--- config.mk ---
export PLATFORM = sky130hd
export DESIGN_NAME = inductive_track_position
export DESIGN_NICKNAME = d
export VERILOG_FILES = /design/src/rtl/itp_pkg.sv /design/src/rtl/inductive_track_position.sv /design/src/rtl/itp_useq.sv /design/src/rtl/itp_dpath.sv
export SDC_FILE = /design/constraint.sdc
export NUM_CORES = 2
export LEC_CHECK = 0
export ABC_AREA = 1
export BUFFER_PORTS_ARGS = -buffer_cell sky130_fd_sc_hd__buf_2
export CORE_MARGIN = 2
export CORE_UTILIZATION = 30
export CTS_CLUSTER_SIZE = 30
export DETAILED_ROUTE_END_ITERATION = 8
export GPL_TIMING_DRIVEN = 0
export PLACE_DENSITY_LB_ADDON = 0.15
export SYNTH_ARGS = -nofsm -noshare
export SYNTH_HDL_FRONTEND = slang
export SYNTH_HIERARCHICAL = 1
export SYNTH_SLANG_ARGS = --single-unit
--- constraint.sdc ---
create_clock -name clk_i -period 7.65 [get_ports clk_i]
set_input_delay 1.1475 -clock clk_i [delete_from_list [all_inputs] [get_ports clk_i]]
set_output_delay 1.1475 -clock clk_i [all_outputs]
set_load 0.02 [all_outputs]
--- src/rtl/itp_pkg.sv ---
// Shared types, constants and the control store of the track position block.
package itp_pkg;

  // Fixed field widths.
  localparam int unsigned LVL_W = 22;
  localparam int unsigned ERR_W = 23;
  localparam int unsigned POS_W = 32;
  localparam int unsigned THR_W = 20;
  localparam int unsigned UPC_W = 5;

  // Action codes of an input beat.
  localparam logic [1:0] ACT_MEAS      = 2'd0;
  localparam logic [1:0] ACT_CAL_START = 2'd1;
  localparam logic [1:0] ACT_CAL_ACC   = 2'd2;

  // Configuration register indexes.
  localparam logic [1:0] REG_LOST = 2'd0;
  localparam logic [1:0] REG_CC   = 2'd1;
  localparam logic [1:0] REG_CS   = 2'd2;

  // Reset values of the thresholds.
  localparam logic [THR_W-1:0] LOST_RST = 20'd20;
  localparam logic [THR_W-1:0] CC_RST   = 20'd250;
  localparam logic [THR_W-1:0] CS_RST   = 20'd100;

  // Divide by 200: shift by 3, then multiply by ceil(2^34/25) and shift by 34.
  localparam logic signed [31:0] RECIP_25   = 32'sd687194768;
  // Divide by 3125 estimate: shift by 12, then multiply by floor(2^42/3125) and shift by 30.
  localparam logic signed [31:0] RECIP_3125 = 32'sd1407374883;
  localparam logic signed [31:0] DIV_3125   = 32'sd3125;
  localparam logic [13:0]        REM_3125   = 14'd3125;

  // Polynomial constants, written as e*(e-10)*e + 165770*e - 2060400.
  localparam logic signed [22:0] POLY_C1  = 23'sd10;
  localparam logic signed [35:0] POLY_C2  = 36'sd165770;
  localparam logic signed [50:0] POLY_C0  = 51'sd2060400;
  localparam logic signed [22:0] CUBE_LIM = 23'sd100000;

  localparam logic [24:0] LVL_POS_LIM = 25'd2097151;
  localparam logic [24:0] LVL_NEG_LIM = 25'd2097152;
  localparam logic signed [LVL_W-1:0] LVL_MAX = 22'sd2097151;
  localparam logic signed [LVL_W-1:0] LVL_MIN = -22'sd2097152;
  localparam logic signed [POS_W-1:0] POS_MAX = 32'sh7FFF_FFFF;
  localparam logic signed [POS_W-1:0] POS_MIN = 32'sh8000_0000;
  localparam logic [31:0] POS_NEG_LIM = 32'h8000_0000;

  typedef enum logic [3:0] {
    OP_NOP,
    OP_CAL_LD,
    OP_CAL_ACC,
    OP_ERR,
    OP_U,
    OP_P,
    OP_DIV,
    OP_Q,
    OP_R,
    OP_CORR,
    OP_POS,
    OP_SATE,
    OP_SATP,
    OP_EMIT
  } op_e;

  typedef enum logic [1:0] {
    CH_NONE,
    CH_L,
    CH_C,
    CH_R
  } ch_e;

  typedef enum logic [2:0] {
    JC_NONE,
    JC_ALWAYS,
    JC_HOLD,
    JC_EBIG,
    JC_PBIG,
    JC_RGE,
    JC_OBUSY
  } jc_e;

  typedef struct packed {
    op_e              op;
    ch_e              ld;
    ch_e              wr;
    jc_e              jc;
    logic [UPC_W-1:0] tgt;
    logic             fin;
  } ucw_t;

  typedef struct packed {
    logic cap;
    ucw_t uw;
  } ctrl_t;

  typedef struct packed {
    logic hold;
    logic e_big;
    logic p_big;
    logic r_ge;
    logic o_busy;
  } stat_t;

  // Control store addresses.
  localparam logic [UPC_W-1:0] U_LDL    = 5'd0;
  localparam logic [UPC_W-1:0] U_LDC    = 5'd1;
  localparam logic [UPC_W-1:0] U_LDR    = 5'd2;
  localparam logic [UPC_W-1:0] U_WRC    = 5'd3;
  localparam logic [UPC_W-1:0] U_WRR    = 5'd4;
  localparam logic [UPC_W-1:0] U_ERR    = 5'd5;
  localparam logic [UPC_W-1:0] U_W0     = 5'd6;
  localparam logic [UPC_W-1:0] U_U      = 5'd7;
  localparam logic [UPC_W-1:0] U_W1     = 5'd8;
  localparam logic [UPC_W-1:0] U_P      = 5'd9;
  localparam logic [UPC_W-1:0] U_DIV    = 5'd10;
  localparam logic [UPC_W-1:0] U_W2     = 5'd11;
  localparam logic [UPC_W-1:0] U_Q      = 5'd12;
  localparam logic [UPC_W-1:0] U_W3     = 5'd13;
  localparam logic [UPC_W-1:0] U_R      = 5'd14;
  localparam logic [UPC_W-1:0] U_CORR   = 5'd15;
  localparam logic [UPC_W-1:0] U_POS    = 5'd16;
  localparam logic [UPC_W-1:0] U_SATE   = 5'd17;
  localparam logic [UPC_W-1:0] U_SATP   = 5'd18;
  localparam logic [UPC_W-1:0] U_EMIT   = 5'd19;
  localparam logic [UPC_W-1:0] U_CAL_LD = 5'd20;
  localparam logic [UPC_W-1:0] U_CAL_AC = 5'd21;

  function automatic ucw_t mk_uw(op_e op, ch_e ld, ch_e wr, jc_e jc,
                                 logic [UPC_W-1:0] tgt, logic fin);
    ucw_t w;
    w.op  = op;
    w.ld  = ld;
    w.wr  = wr;
    w.jc  = jc;
    w.tgt = tgt;
    w.fin = fin;
    return w;
  endfunction

  // The microprogram. A measure beat runs from U_LDL to U_EMIT; the flag check
  // branches straight to the end, the range checks to a saturating step before it.
  function automatic ucw_t ucode(logic [UPC_W-1:0] a);
    ucw_t w;
    case (a)
      U_LDL:    w = mk_uw(OP_NOP,     CH_L,    CH_NONE, JC_NONE,   U_LDL,  1'b0);
      U_LDC:    w = mk_uw(OP_NOP,     CH_C,    CH_NONE, JC_NONE,   U_LDL,  1'b0);
      U_LDR:    w = mk_uw(OP_NOP,     CH_R,    CH_L,    JC_NONE,   U_LDL,  1'b0);
      U_WRC:    w = mk_uw(OP_NOP,     CH_NONE, CH_C,    JC_NONE,   U_LDL,  1'b0);
      U_WRR:    w = mk_uw(OP_NOP,     CH_NONE, CH_R,    JC_NONE,   U_LDL,  1'b0);
      U_ERR:    w = mk_uw(OP_ERR,     CH_NONE, CH_NONE, JC_HOLD,   U_EMIT, 1'b0);
      U_W0:     w = mk_uw(OP_NOP,     CH_NONE, CH_NONE, JC_EBIG,   U_SATE, 1'b0);
      U_U:      w = mk_uw(OP_U,       CH_NONE, CH_NONE, JC_NONE,   U_LDL,  1'b0);
      U_W1:     w = mk_uw(OP_NOP,     CH_NONE, CH_NONE, JC_NONE,   U_LDL,  1'b0);
      U_P:      w = mk_uw(OP_P,       CH_NONE, CH_NONE, JC_NONE,   U_LDL,  1'b0);
      U_DIV:    w = mk_uw(OP_DIV,     CH_NONE, CH_NONE, JC_PBIG,   U_SATP, 1'b0);
      U_W2:     w = mk_uw(OP_NOP,     CH_NONE, CH_NONE, JC_NONE,   U_LDL,  1'b0);
      U_Q:      w = mk_uw(OP_Q,       CH_NONE, CH_NONE, JC_NONE,   U_LDL,  1'b0);
      U_W3:     w = mk_uw(OP_NOP,     CH_NONE, CH_NONE, JC_NONE,   U_LDL,  1'b0);
      U_R:      w = mk_uw(OP_R,       CH_NONE, CH_NONE, JC_NONE,   U_LDL,  1'b0);
      U_CORR:   w = mk_uw(OP_CORR,    CH_NONE, CH_NONE, JC_RGE,    U_CORR, 1'b0);
      U_POS:    w = mk_uw(OP_POS,     CH_NONE, CH_NONE, JC_ALWAYS, U_EMIT, 1'b0);
      U_SATE:   w = mk_uw(OP_SATE,    CH_NONE, CH_NONE, JC_ALWAYS, U_EMIT, 1'b0);
      U_SATP:   w = mk_uw(OP_SATP,    CH_NONE, CH_NONE, JC_NONE,   U_LDL,  1'b0);
      U_EMIT:   w = mk_uw(OP_EMIT,    CH_NONE, CH_NONE, JC_OBUSY,  U_EMIT, 1'b1);
      U_CAL_LD: w = mk_uw(OP_CAL_LD,  CH_NONE, CH_NONE, JC_NONE,   U_LDL,  1'b1);
      U_CAL_AC: w = mk_uw(OP_CAL_ACC, CH_NONE, CH_NONE, JC_NONE,   U_LDL,  1'b1);
      default:  w = mk_uw(OP_NOP,     CH_NONE, CH_NONE, JC_NONE,   U_LDL,  1'b1);
    endcase
    return w;
  endfunction

endpackage

--- src/rtl/inductive_track_position.sv ---
// A measure beat yields its result at the emit step of the microprogram, which waits
// while the result register is stalled; the cubic path adds a quotient correction loop.
// Throughput: one beat at a time; the next beat is taken the cycle after the last step
// of the microprogram, which is paced by the one shared 36x32 multiplier.
// Reset: thresholds 20, 250 and 100, offsets and held position zero, sequencer idle;
// calibration beats give no result.
module inductive_track_position #(
  parameter int SAMPLE_BITS = 28
) (
  input  logic                              clk_i,
  input  logic                              rst_ni,
  // Configuration write port.
  input  logic                              cfg_we_i,
  input  logic [1:0]                        cfg_idx_i,
  input  logic [itp_pkg::THR_W-1:0]         cfg_data_i,
  // Input channel.
  input  logic                              in_valid_i,
  output logic                              in_stall_o,
  input  logic [1:0]                        action_i,
  input  logic [SAMPLE_BITS-1:0]            left_sample_i,
  input  logic [SAMPLE_BITS-1:0]            centre_sample_i,
  input  logic [SAMPLE_BITS-1:0]            right_sample_i,
  // Result channel.
  output logic                              out_valid_o,
  input  logic                              out_stall_i,
  output logic signed [itp_pkg::LVL_W-1:0]  left_level_o,
  output logic signed [itp_pkg::LVL_W-1:0]  right_level_o,
  output logic signed [itp_pkg::ERR_W-1:0]  side_error_o,
  output logic signed [itp_pkg::POS_W-1:0]  position_o,
  output logic                              lost_o,
  output logic                              crossing_o
);

  // The sequencer steps through a small control store. Each control word
  // picks a channel to load into the multiplier, a channel whose level is
  // written back, one datapath operation and an optional branch. The
  // datapath reports the branch conditions: flags set, error out of the
  // cubic range, product too large for a 32-bit result, remainder still at
  // or above the divisor, and the result register still waiting on its beat.
  itp_pkg::ctrl_t ctrl;
  itp_pkg::stat_t stat;

  itp_useq u_seq (
    .clk_i      (clk_i),
    .rst_ni     (rst_ni),
    .in_valid_i (in_valid_i),
    .in_stall_o (in_stall_o),
    .action_i   (action_i),
    .stat_i     (stat),
    .ctrl_o     (ctrl)
  );

  // Levels divide by 200 through a reciprocal multiply; the cubic is
  // evaluated as e*(e-10)*e + 165770*e - 2060400 in two multiplies, and the
  // division by 100000 is a shift by five, a reciprocal estimate of the
  // quotient by 3125 and a short correction loop on the remainder.
  itp_dpath #(
    .SAMPLE_BITS (SAMPLE_BITS)
  ) u_dp (
    .clk_i           (clk_i),
    .rst_ni          (rst_ni),
    .ctrl_i          (ctrl),
    .stat_o          (stat),
    .cfg_we_i        (cfg_we_i),
    .cfg_idx_i       (cfg_idx_i),
    .cfg_data_i      (cfg_data_i),
    .left_sample_i   (left_sample_i),
    .centre_sample_i (centre_sample_i),
    .right_sample_i  (right_sample_i),
    .out_stall_i     (out_stall_i),
    .out_valid_o     (out_valid_o),
    .left_level_o    (left_level_o),
    .right_level_o   (right_level_o),
    .side_error_o    (side_error_o),
    .position_o      (position_o),
    .lost_o          (lost_o),
    .crossing_o      (crossing_o)
  );

endmodule

--- src/rtl/itp_useq.sv ---
// Microcode sequencer: step counter, control store lookup and branch logic.
module itp_useq (
  input  logic                clk_i,
  input  logic                rst_ni,
  input  logic                in_valid_i,
  output logic                in_stall_o,
  input  logic [1:0]          action_i,
  input  itp_pkg::stat_t      stat_i,
  output itp_pkg::ctrl_t      ctrl_o
);

  logic                       busy_q, busy_d;
  logic [itp_pkg::UPC_W-1:0]  upc_q, upc_d;
  itp_pkg::ucw_t              uw;
  logic                       take;
  logic                       accept;

  assign in_stall_o = busy_q;
  assign accept     = in_valid_i && !busy_q;

  always_comb begin
    if (busy_q) begin
      uw = itp_pkg::ucode(upc_q);
    end else begin
      uw = itp_pkg::mk_uw(itp_pkg::OP_NOP, itp_pkg::CH_NONE, itp_pkg::CH_NONE,
                          itp_pkg::JC_NONE, itp_pkg::U_LDL, 1'b0);
    end
  end

  always_comb begin
    case (uw.jc)
      itp_pkg::JC_ALWAYS: take = 1'b1;
      itp_pkg::JC_HOLD:   take = stat_i.hold;
      itp_pkg::JC_EBIG:   take = stat_i.e_big;
      itp_pkg::JC_PBIG:   take = stat_i.p_big;
      itp_pkg::JC_RGE:    take = stat_i.r_ge;
      itp_pkg::JC_OBUSY:  take = stat_i.o_busy;
      default:            take = 1'b0;
    endcase
  end

  always_comb begin
    busy_d = busy_q;
    upc_d  = upc_q;
    if (busy_q) begin
      if (take) begin
        upc_d = uw.tgt;
      end else if (uw.fin) begin
        busy_d = 1'b0;
      end else begin
        upc_d = upc_q + 1'b1;
      end
    end else if (accept) begin
      case (action_i)
        itp_pkg::ACT_MEAS: begin
          busy_d = 1'b1;
          upc_d  = itp_pkg::U_LDL;
        end
        itp_pkg::ACT_CAL_START: begin
          busy_d = 1'b1;
          upc_d  = itp_pkg::U_CAL_LD;
        end
        itp_pkg::ACT_CAL_ACC: begin
          busy_d = 1'b1;
          upc_d  = itp_pkg::U_CAL_AC;
        end
        default: begin
          busy_d = 1'b0;
        end
      endcase
    end
  end

  always_ff @(posedge clk_i or negedge rst_ni) begin
    if (!rst_ni) begin
      busy_q <= 1'b0;
      upc_q  <= itp_pkg::U_LDL;
    end else begin
      busy_q <= busy_d;
      upc_q  <= upc_d;
    end
  end

  assign ctrl_o.cap = accept;
  assign ctrl_o.uw  = uw;

endmodule

--- src/rtl/itp_dpath.sv ---
// Datapath: offsets, thresholds, shared multiplier, levels, position and result register.
module itp_dpath #(
  parameter int SAMPLE_BITS = 28
) (
  input  logic                                 clk_i,
  input  logic                                 rst_ni,
  input  itp_pkg::ctrl_t                       ctrl_i,
  output itp_pkg::stat_t                       stat_o,
  input  logic                                 cfg_we_i,
  input  logic [1:0]                           cfg_idx_i,
  input  logic [itp_pkg::THR_W-1:0]            cfg_data_i,
  input  logic [SAMPLE_BITS-1:0]               left_sample_i,
  input  logic [SAMPLE_BITS-1:0]               centre_sample_i,
  input  logic [SAMPLE_BITS-1:0]               right_sample_i,
  input  logic                                 out_stall_i,
  output logic                                 out_valid_o,
  output logic signed [itp_pkg::LVL_W-1:0]     left_level_o,
  output logic signed [itp_pkg::LVL_W-1:0]     right_level_o,
  output logic signed [itp_pkg::ERR_W-1:0]     side_error_o,
  output logic signed [itp_pkg::POS_W-1:0]     position_o,
  output logic                                 lost_o,
  output logic                                 crossing_o
);

  localparam int SB = SAMPLE_BITS;

  // Saturating level from a magnitude quotient and the sign of the difference.
  function automatic logic signed [21:0] sat_level(logic [24:0] q, logic neg);
    logic signed [21:0] r;
    if (neg) begin
      if (q > itp_pkg::LVL_NEG_LIM) r = itp_pkg::LVL_MIN;
      else                          r = $signed(22'd0 - 22'(q));
    end else begin
      if (q > itp_pkg::LVL_POS_LIM) r = itp_pkg::LVL_MAX;
      else                          r = $signed(22'(q));
    end
    return r;
  endfunction

  itp_pkg::ucw_t uw;
  assign uw = ctrl_i.uw;

  logic [SB-1:0] smp_l_q, smp_c_q, smp_r_q;
  logic [SB-1:0] off_l_q, off_c_q, off_r_q;
  logic [itp_pkg::THR_W-1:0] thr_lost_q, thr_cc_q, thr_cs_q;

  logic signed [35:0] ma_q, ma_d;
  logic signed [31:0] mb_q, mb_d;
  logic signed [67:0] prod_q;

  logic [2:0]         sgn_q;
  logic signed [21:0] lv_q, cv_q, rv_q;
  logic signed [22:0] err_q, err_c;
  logic               lost_q, cross_q, lost_c, cross_c;
  logic [44:0]        x_q;
  logic               psgn_q;
  logic [31:0]        q_q;
  logic [13:0]        r_q;
  logic signed [31:0] held_q;

  logic [SB-1:0]      ld_s, ld_o;
  logic signed [SB:0] diff;
  logic [SB-1:0]      mag;
  logic [24:0]        lq;
  logic               wneg;
  logic signed [21:0] lvl_c;
  logic signed [50:0] pv;
  logic [49:0]        pmag;
  logic [31:0]        qe;
  logic [44:0]        rfull;
  logic signed [31:0] pos_c;
  logic               emit;

  // Sample capture on an accepted input beat.
  always_ff @(posedge clk_i) begin
    if (ctrl_i.cap) begin
      smp_l_q <= left_sample_i;
      smp_c_q <= centre_sample_i;
      smp_r_q <= right_sample_i;
    end
  end

  // Offsets.
  always_ff @(posedge clk_i or negedge rst_ni) begin
    if (!rst_ni) begin
      off_l_q <= '0;
      off_c_q <= '0;
      off_r_q <= '0;
    end else if (uw.op == itp_pkg::OP_CAL_LD) begin
      off_l_q <= smp_l_q;
      off_c_q <= smp_c_q;
      off_r_q <= smp_r_q;
    end else if (uw.op == itp_pkg::OP_CAL_ACC) begin
      off_l_q <= SB'(({1'b0, off_l_q} + {1'b0, smp_l_q}) >> 1);
      off_c_q <= SB'(({1'b0, off_c_q} + {1'b0, smp_c_q}) >> 1);
      off_r_q <= SB'(({1'b0, off_r_q} + {1'b0, smp_r_q}) >> 1);
    end
  end

  // Threshold registers.
  always_ff @(posedge clk_i or negedge rst_ni) begin
    if (!rst_ni) begin
      thr_lost_q <= itp_pkg::LOST_RST;
      thr_cc_q   <= itp_pkg::CC_RST;
      thr_cs_q   <= itp_pkg::CS_RST;
    end else if (cfg_we_i) begin
      case (cfg_idx_i)
        itp_pkg::REG_LOST: thr_lost_q <= cfg_data_i;
        itp_pkg::REG_CC:   thr_cc_q   <= cfg_data_i;
        itp_pkg::REG_CS:   thr_cs_q   <= cfg_data_i;
        default: ;
      endcase
    end
  end

  // Channel selected for the divide-by-200 operand load.
  always_comb begin
    case (uw.ld)
      itp_pkg::CH_C: begin
        ld_s = smp_c_q;
        ld_o = off_c_q;
      end
      itp_pkg::CH_R: begin
        ld_s = smp_r_q;
        ld_o = off_r_q;
      end
      default: begin
        ld_s = smp_l_q;
        ld_o = off_l_q;
      end
    endcase
    diff = $signed({1'b0, ld_s}) - $signed({1'b0, ld_o});
    mag  = diff[SB] ? SB'(-diff) : diff[SB-1:0];
  end

  assign err_c = 23'(rv_q) - 23'(lv_q);
  assign pv    = $signed(prod_q[50:0]) - itp_pkg::POLY_C0;
  assign pmag  = pv[50] ? 50'(-pv) : pv[49:0];
  assign qe    = prod_q[61:30];
  assign rfull = x_q - prod_q[44:0];

  // Multiplier operand selection.
  always_comb begin
    ma_d = ma_q;
    mb_d = mb_q;
    if (uw.ld != itp_pkg::CH_NONE) begin
      ma_d = $signed(36'(mag >> 3));
      mb_d = itp_pkg::RECIP_25;
    end
    case (uw.op)
      itp_pkg::OP_ERR: begin
        ma_d = 36'(err_c - itp_pkg::POLY_C1);
        mb_d = 32'(err_c);
      end
      itp_pkg::OP_U: begin
        ma_d = $signed(prod_q[35:0]) + itp_pkg::POLY_C2;
        mb_d = 32'(err_q);
      end
      itp_pkg::OP_DIV: begin
        ma_d = $signed(36'(x_q[42:12]));
        mb_d = itp_pkg::RECIP_3125;
      end
      itp_pkg::OP_Q: begin
        ma_d = $signed(36'(qe));
        mb_d = itp_pkg::DIV_3125;
      end
      default: ;
    endcase
  end

  // Shared multiplier with registered operands and product.
  always_ff @(posedge clk_i) begin
    ma_q   <= ma_d;
    mb_q   <= mb_d;
    prod_q <= ma_q * mb_q;
  end

  // Level write-back from the divide-by-200 product.
  always_comb begin
    lq = prod_q[58:34];
    case (uw.wr)
      itp_pkg::CH_C: wneg = sgn_q[1];
      itp_pkg::CH_R: wneg = sgn_q[2];
      default:       wneg = sgn_q[0];
    endcase
    lvl_c = sat_level(lq, wneg);
  end

  always_comb begin
    lost_c  = cv_q < $signed({2'b00, thr_lost_q});
    cross_c = (cv_q >= $signed({2'b00, thr_cc_q})) &&
              (lv_q > $signed({2'b00, thr_cs_q})) &&
              (rv_q > $signed({2'b00, thr_cs_q}));
  end

  always_ff @(posedge clk_i) begin
    case (uw.ld)
      itp_pkg::CH_L: sgn_q[0] <= diff[SB];
      itp_pkg::CH_C: sgn_q[1] <= diff[SB];
      itp_pkg::CH_R: sgn_q[2] <= diff[SB];
      default: ;
    endcase
    case (uw.wr)
      itp_pkg::CH_L: lv_q <= lvl_c;
      itp_pkg::CH_C: cv_q <= lvl_c;
      itp_pkg::CH_R: rv_q <= lvl_c;
      default: ;
    endcase
    case (uw.op)
      itp_pkg::OP_ERR: begin
        err_q   <= err_c;
        lost_q  <= lost_c;
        cross_q <= cross_c;
      end
      itp_pkg::OP_P: begin
        x_q    <= pmag[49:5];
        psgn_q <= pv[50];
      end
      itp_pkg::OP_Q: q_q <= qe;
      itp_pkg::OP_R: r_q <= rfull[13:0];
      itp_pkg::OP_CORR: begin
        if (r_q >= itp_pkg::REM_3125) begin
          r_q <= r_q - itp_pkg::REM_3125;
          q_q <= q_q + 32'd1;
        end
      end
      default: ;
    endcase
  end

  // Signed, saturated quotient.
  always_comb begin
    if (psgn_q) begin
      if (q_q > itp_pkg::POS_NEG_LIM) pos_c = itp_pkg::POS_MIN;
      else                            pos_c = $signed(32'd0 - q_q);
    end else begin
      if (q_q[31]) pos_c = itp_pkg::POS_MAX;
      else         pos_c = $signed(q_q);
    end
  end

  always_ff @(posedge clk_i or negedge rst_ni) begin
    if (!rst_ni) begin
      held_q <= '0;
    end else begin
      case (uw.op)
        itp_pkg::OP_POS:  held_q <= pos_c;
        itp_pkg::OP_SATE: held_q <= err_q[22] ? itp_pkg::POS_MIN : itp_pkg::POS_MAX;
        itp_pkg::OP_SATP: held_q <= psgn_q ? itp_pkg::POS_MIN : itp_pkg::POS_MAX;
        default: ;
      endcase
    end
  end

  // Result register.
  assign emit = (uw.op == itp_pkg::OP_EMIT) && !(out_valid_o && out_stall_i);

  always_ff @(posedge clk_i or negedge rst_ni) begin
    if (!rst_ni) begin
      out_valid_o <= 1'b0;
    end else if (emit) begin
      out_valid_o <= 1'b1;
    end else if (out_valid_o && !out_stall_i) begin
      out_valid_o <= 1'b0;
    end
  end

  always_ff @(posedge clk_i) begin
    if (emit) begin
      left_level_o  <= lv_q;
      right_level_o <= rv_q;
      side_error_o  <= err_q;
      position_o    <= held_q;
      lost_o        <= lost_q;
      crossing_o    <= cross_q;
    end
  end

  assign stat_o.hold   = lost_c || cross_c;
  assign stat_o.e_big  = (err_q > itp_pkg::CUBE_LIM) || (err_q < -itp_pkg::CUBE_LIM);
  assign stat_o.p_big  = x_q[44:43] != 2'b00;
  assign stat_o.r_ge   = r_q >= itp_pkg::REM_3125;
  assign stat_o.o_busy = out_valid_o && out_stall_i;

endmodule

## Word-level counts from Yosys, hierarchy flattened

Memories as Yosys holds them, arrays and structs flattened.
Cells that the tools add are included.

- Bits in registers: 684
- ROM bits: 544
- Bits of input ports: 113
- Word-level logic and storage cells: 166
- Memories kept: 1

- Add/subtract/negate cells: 16
- Multipliers: 1
- Magnitude comparators: 10
- Equal/unequal tests: 31
- Multiplexer cells: 42
- Reduce and logical (&&, ||, !) cells: 30

Memories:

| name | words | bits a word | read ports | clocked after memory_dff | wr ports | line | source |
|---|---|---|---|---|---|---|---|
| (no name shown) | 32 | 17 | 1 | 0 | 0 | itp_pkg.sv:143 | `case (a)` |

Operators with widths:

| kind | count |
|---|---|
| 28-bit two-way mux | 7 |
| 32-bit two-way mux | 6 |
| 36-bit case mux with 4 select lines | 1 |
| 32-bit case mux with 4 select lines | 1 |
| 28-bit case mux with 2 select lines | 2 |
| 32-bit case mux with 3 select lines | 1 |
| 28-bit by 28-bit adder with 29-bit output | 3 |
| 22-bit two-way mux | 3 |
| 32-bit case mux with 2 select lines | 1 |
| 36-bit by 32-bit multiplier with 62-bit output | 1 |
| 51-bit by 22-bit subtractor with 51-bit output, second input constant | 1 |
| 50-bit two-way mux | 1 |
| 50-bit negator | 1 |
| 22-bit by 21-bit > comparator with 1-bit output | 2 |
| 36-bit by 19-bit adder with 36-bit output, second input constant | 1 |
| 36-bit two-way mux | 1 |
| 32-bit by 1-bit adder with 32-bit output, second input constant | 1 |
| 32-bit > comparator, second input constant | 1 |
| 1-bit by 32-bit subtractor with 32-bit output, first input constant | 1 |
| 31-bit two-way mux | 1 |
| 28-bit by 28-bit subtractor with 29-bit output | 1 |
| 28-bit negator | 1 |
| 14-bit case mux with 2 select lines | 1 |
| 25-bit by 21-bit > comparator with 1-bit output, second input constant | 1 |
| 41 further kinds | 89 |

## Logic depth before layout (Yosys ltp)

An unclocked memory read counts as a cell.

- Depth in word-level cells: 9
- Mapped depth: 35
- Mapped depth without buffers: 34

## By module

The synthesis kept the hierarchy.

By module, submodules not included:

| module | times used | cells each | area each (sq um) |
|---|---|---|---|
| itp_dpath | 1 | 10156 | 81485.7 |
| itp_useq | 1 | 157 | 1096.1 |

## Worst setup path after synthesis

Ideal clock, no wire load.

- Path kind: reg-to-reg
- Start: register u_dp.ma_q[35]
- End: register u_dp.prod_q[61]
- Setup time: 0.112 ns
- Arrival: 7.154 ns
- Setup slack: 0.384 ns
- Cell stages (with the launch flop): 25
- Buffers on the path: 2
- Clock period less this slack: 7.266 ns
- Path through: edfxtp_1 clkbuf_1 clkbuf_1 nand2_1 inv_1 fa_1 inv_1 fa_1 inv_1 fa_1 inv_1 fa_1 fa_1 fa_1 fa_1 inv_1 fa_1 ha_1 a21oi_1 o21ai_0 a221oi_1 o21ai_0 a21o_1 nand3_1 nand2_1

- Longest elaborated chain between the ends: 1

RTL lines:

| element | line | source |
|---|---|---|
| start: declaration | itp_dpath.sv:47 | `logic signed [35:0] ma_q, ma_d;` |
| start signal: assignment | itp_dpath.sv:173 | `ma_q <= ma_d;` |
| 36-bit by 32-bit multiplier with 62-bit output | itp_dpath.sv:175 | `prod_q <= ma_q * mb_q;` |
| end signal: assignment | itp_dpath.sv:175 |  |
| end: declaration | itp_dpath.sv:49 | `logic signed [67:0] prod_q;` |

No other way between the ends.
A chain may end at the register's enable or synchronous reset.

## Final worst setup path

- Start: register u_dp.ma_q[29]
- End: register u_dp.prod_q[56]

The elaborated chain is that of the path after synthesis.

==> impl_metrics.yaml <==
floorplan:
  die_area_um2: 279000
  die_w_um: 529
  die_h_um: 529
  ios: 216
  coreArea_um2: 274000
  start_util_pct: 30.2
  rows: 192
sta:
  slew_violations: 0
  hold_viol: 0
  max_freq_ghz: 0.131
  slew_headroom_pct: 1.93
  fin_crit_ns: 7.62
  rsz0062_at_grt: "true"
  setup_viol: 0
  timing.final.crit_share_pct: 99.6
  tightestPinTransition_ns: 1.46
  setup_tns_ns: 0
  clock_skew_ns: 0.0355
critical_path:
  crit_type: "flop to flop"
  startpoint: "u_dp/ma_q[29]"
  crit_arrival_ns: 8.19
  crit_required_ns: 8.23
  cpMostUsedCell: "fa_1"
  crit_path_start_kind: "flop"
  r2r-start: "u_dp/ma_q[29]"
  worstPathMaxFanout: 10
  cpPeakStageDelay_ns: 0.62
  end_kind: "flop"
  critPathTopFamily: "adder cells"
  crit_buf_inv: 6
  cp_slowest_cell: "fa_1"
global_routing:
  grt_pass1_wl_um: 513000
  grt_pass1_vias: 72861
  grt_max_degree: 107
  antenna_found_initial: 27
  globalRoute.totalOverflow: 0
  track_usage_pct: 25.3
synthesis:
  syn_area_um2: 82600
  postSynthAreaPerCell_um2: 8.01
  synth_nets: 11989
  syn_inst: 10309
  ys_warn_count: 6
clocking:
  cts_sinks: 678
  clock_latency_ns: 0.72
  htree_levels: 3
  clk_pin_slew_ns: 0.06
  clock-root-buffer: "clkbuf_16"
  postCtsHoldBufs: 0
  cts_made_buffers: 79
  cts_buffer_depth: 3
  cts_tree: "done"
placement:
  port_buffers: 215
  place_hpwl_um: 294000
  place_congestion: 0.986
status:
  status: "finished with violations"
  violations: "capacitance limit"
final_layout:
  drive_gt1_share_pct: 10.5
  area_growth_syn_to_layout_pct: 14.8
  fillers: 28842
  nets: 12426
route:
  drt_wl_total_um: 356000
  detail-route-antenna-nets: 0
  via_per_inst: 5.00
  drt_pass1_iterations: 6
  dr_total_vias: 72026
  avgRoutedWirePerCell_um: 24.7
  drt-initial-drc-count: 6613
  drc: 0
hold_path:
  hold_path.startpoint: "u_dp/cross_q"
  hold_class: "flop to flop"
run:
  cap_viol_max_count: 1
==> cell usage in the layout (no fill, tap or decap), types with 149 or more instances in the layout <==
cell / count
a21oi_1: 316
buf_2: 232
buf_4: 171
dfrtp_1: 172
edfxtp_1: 433
fa_1: 1082
ha_1: 410
inv_1: 2289
nand2_1: 2457
nand3_1: 284
nand4_1: 149
nor2_1: 666
o21ai_0: 448
xor2_1: 202
==> registers in the layout, summed over array words and instances, names as in the netlist, 28 cells and up <==
signal and cells:
u_dp/held_q 32, u_dp/ma_q 36, u_dp/prod_q 62, u_dp/off_l_q 28, u_dp/off_r_q 28, u_dp/smp_c_q 28, u_dp/q_q 32, u_dp/smp_l_q 28
u_dp/smp_r_q 28, u_dp/off_c_q 28, u_dp/position_o 32, u_dp/x_q 45
==> layout make-up <==
class                   instances  area, um^2  share of cell area [%]
multi-input cells            6928       54700                    57.7
diodes                          5        12.5                  0.0132
well taps                    3589        4490                    4.74
flip-flops and latches        678       18800                    19.9
repair buffers                418        3320                    3.50
clock buffers                 107        2200                    2.32
plain buffers                 294        1980                    2.08
inverters                    2347        8840                    9.33
clock inverters                39         443                   0.467
==> layer usage <==
metal  wire length, um  vias to the layer above  GRT usage, %
li1                  -                    32607             -
met1            157000                    36306          35.3
met2            158000                     2599          39.5
met3             24100                      510          3.83
met4             16100                        4          9.40
met5                26                        -             0
==> stage by stage <==
stage	area, um^2	worst slack, ns	utilization, %	hold WS, ns	std cells
2_1_floorplan	82600	0.384	-	0.400	10309
3_3_place_gp	88100	-2.54	32.2	0.406	14113
3_5_place_dp	88400	-2.52	32.3	0.410	14122
4_1_cts	93600	-0.112	34.2	0.425	14376
5_1_grt	94800	-0.196	34.6	0.430	14400
6_report	94800	0.0340	34.6	0.423	14405
==> path summary, 6_finish.rpt <==
path | end | slack [ns] | cells after the start
setup reg to reg | u_dp/prod_q[56] | 0.03 | 27
max in group asynchronous | u_dp/held_q[24] | 6.17 | 2
setup / recovery | u_dp/prod_q[56] | 0.03 | 27
min in group asynchronous | u_dp/off_c_q[20] | 0.46 | 1
hold reg to reg | u_dp/crossing_o | 0.42 | 0
hold / removal | u_dp/crossing_o | 0.42 | 0
==> what timing repair did <==
action | in CTS | in global routing
cloned | 0 | 0
endpoints found under the setup margin | 53 | 38
resized for setup | 384 | 353
setup buffers | 166 | 28
pin swaps | 27 | 71
Power is not shown: default switching activity piles up to over one toggle a cycle in this logic, so the estimate is an artifact.
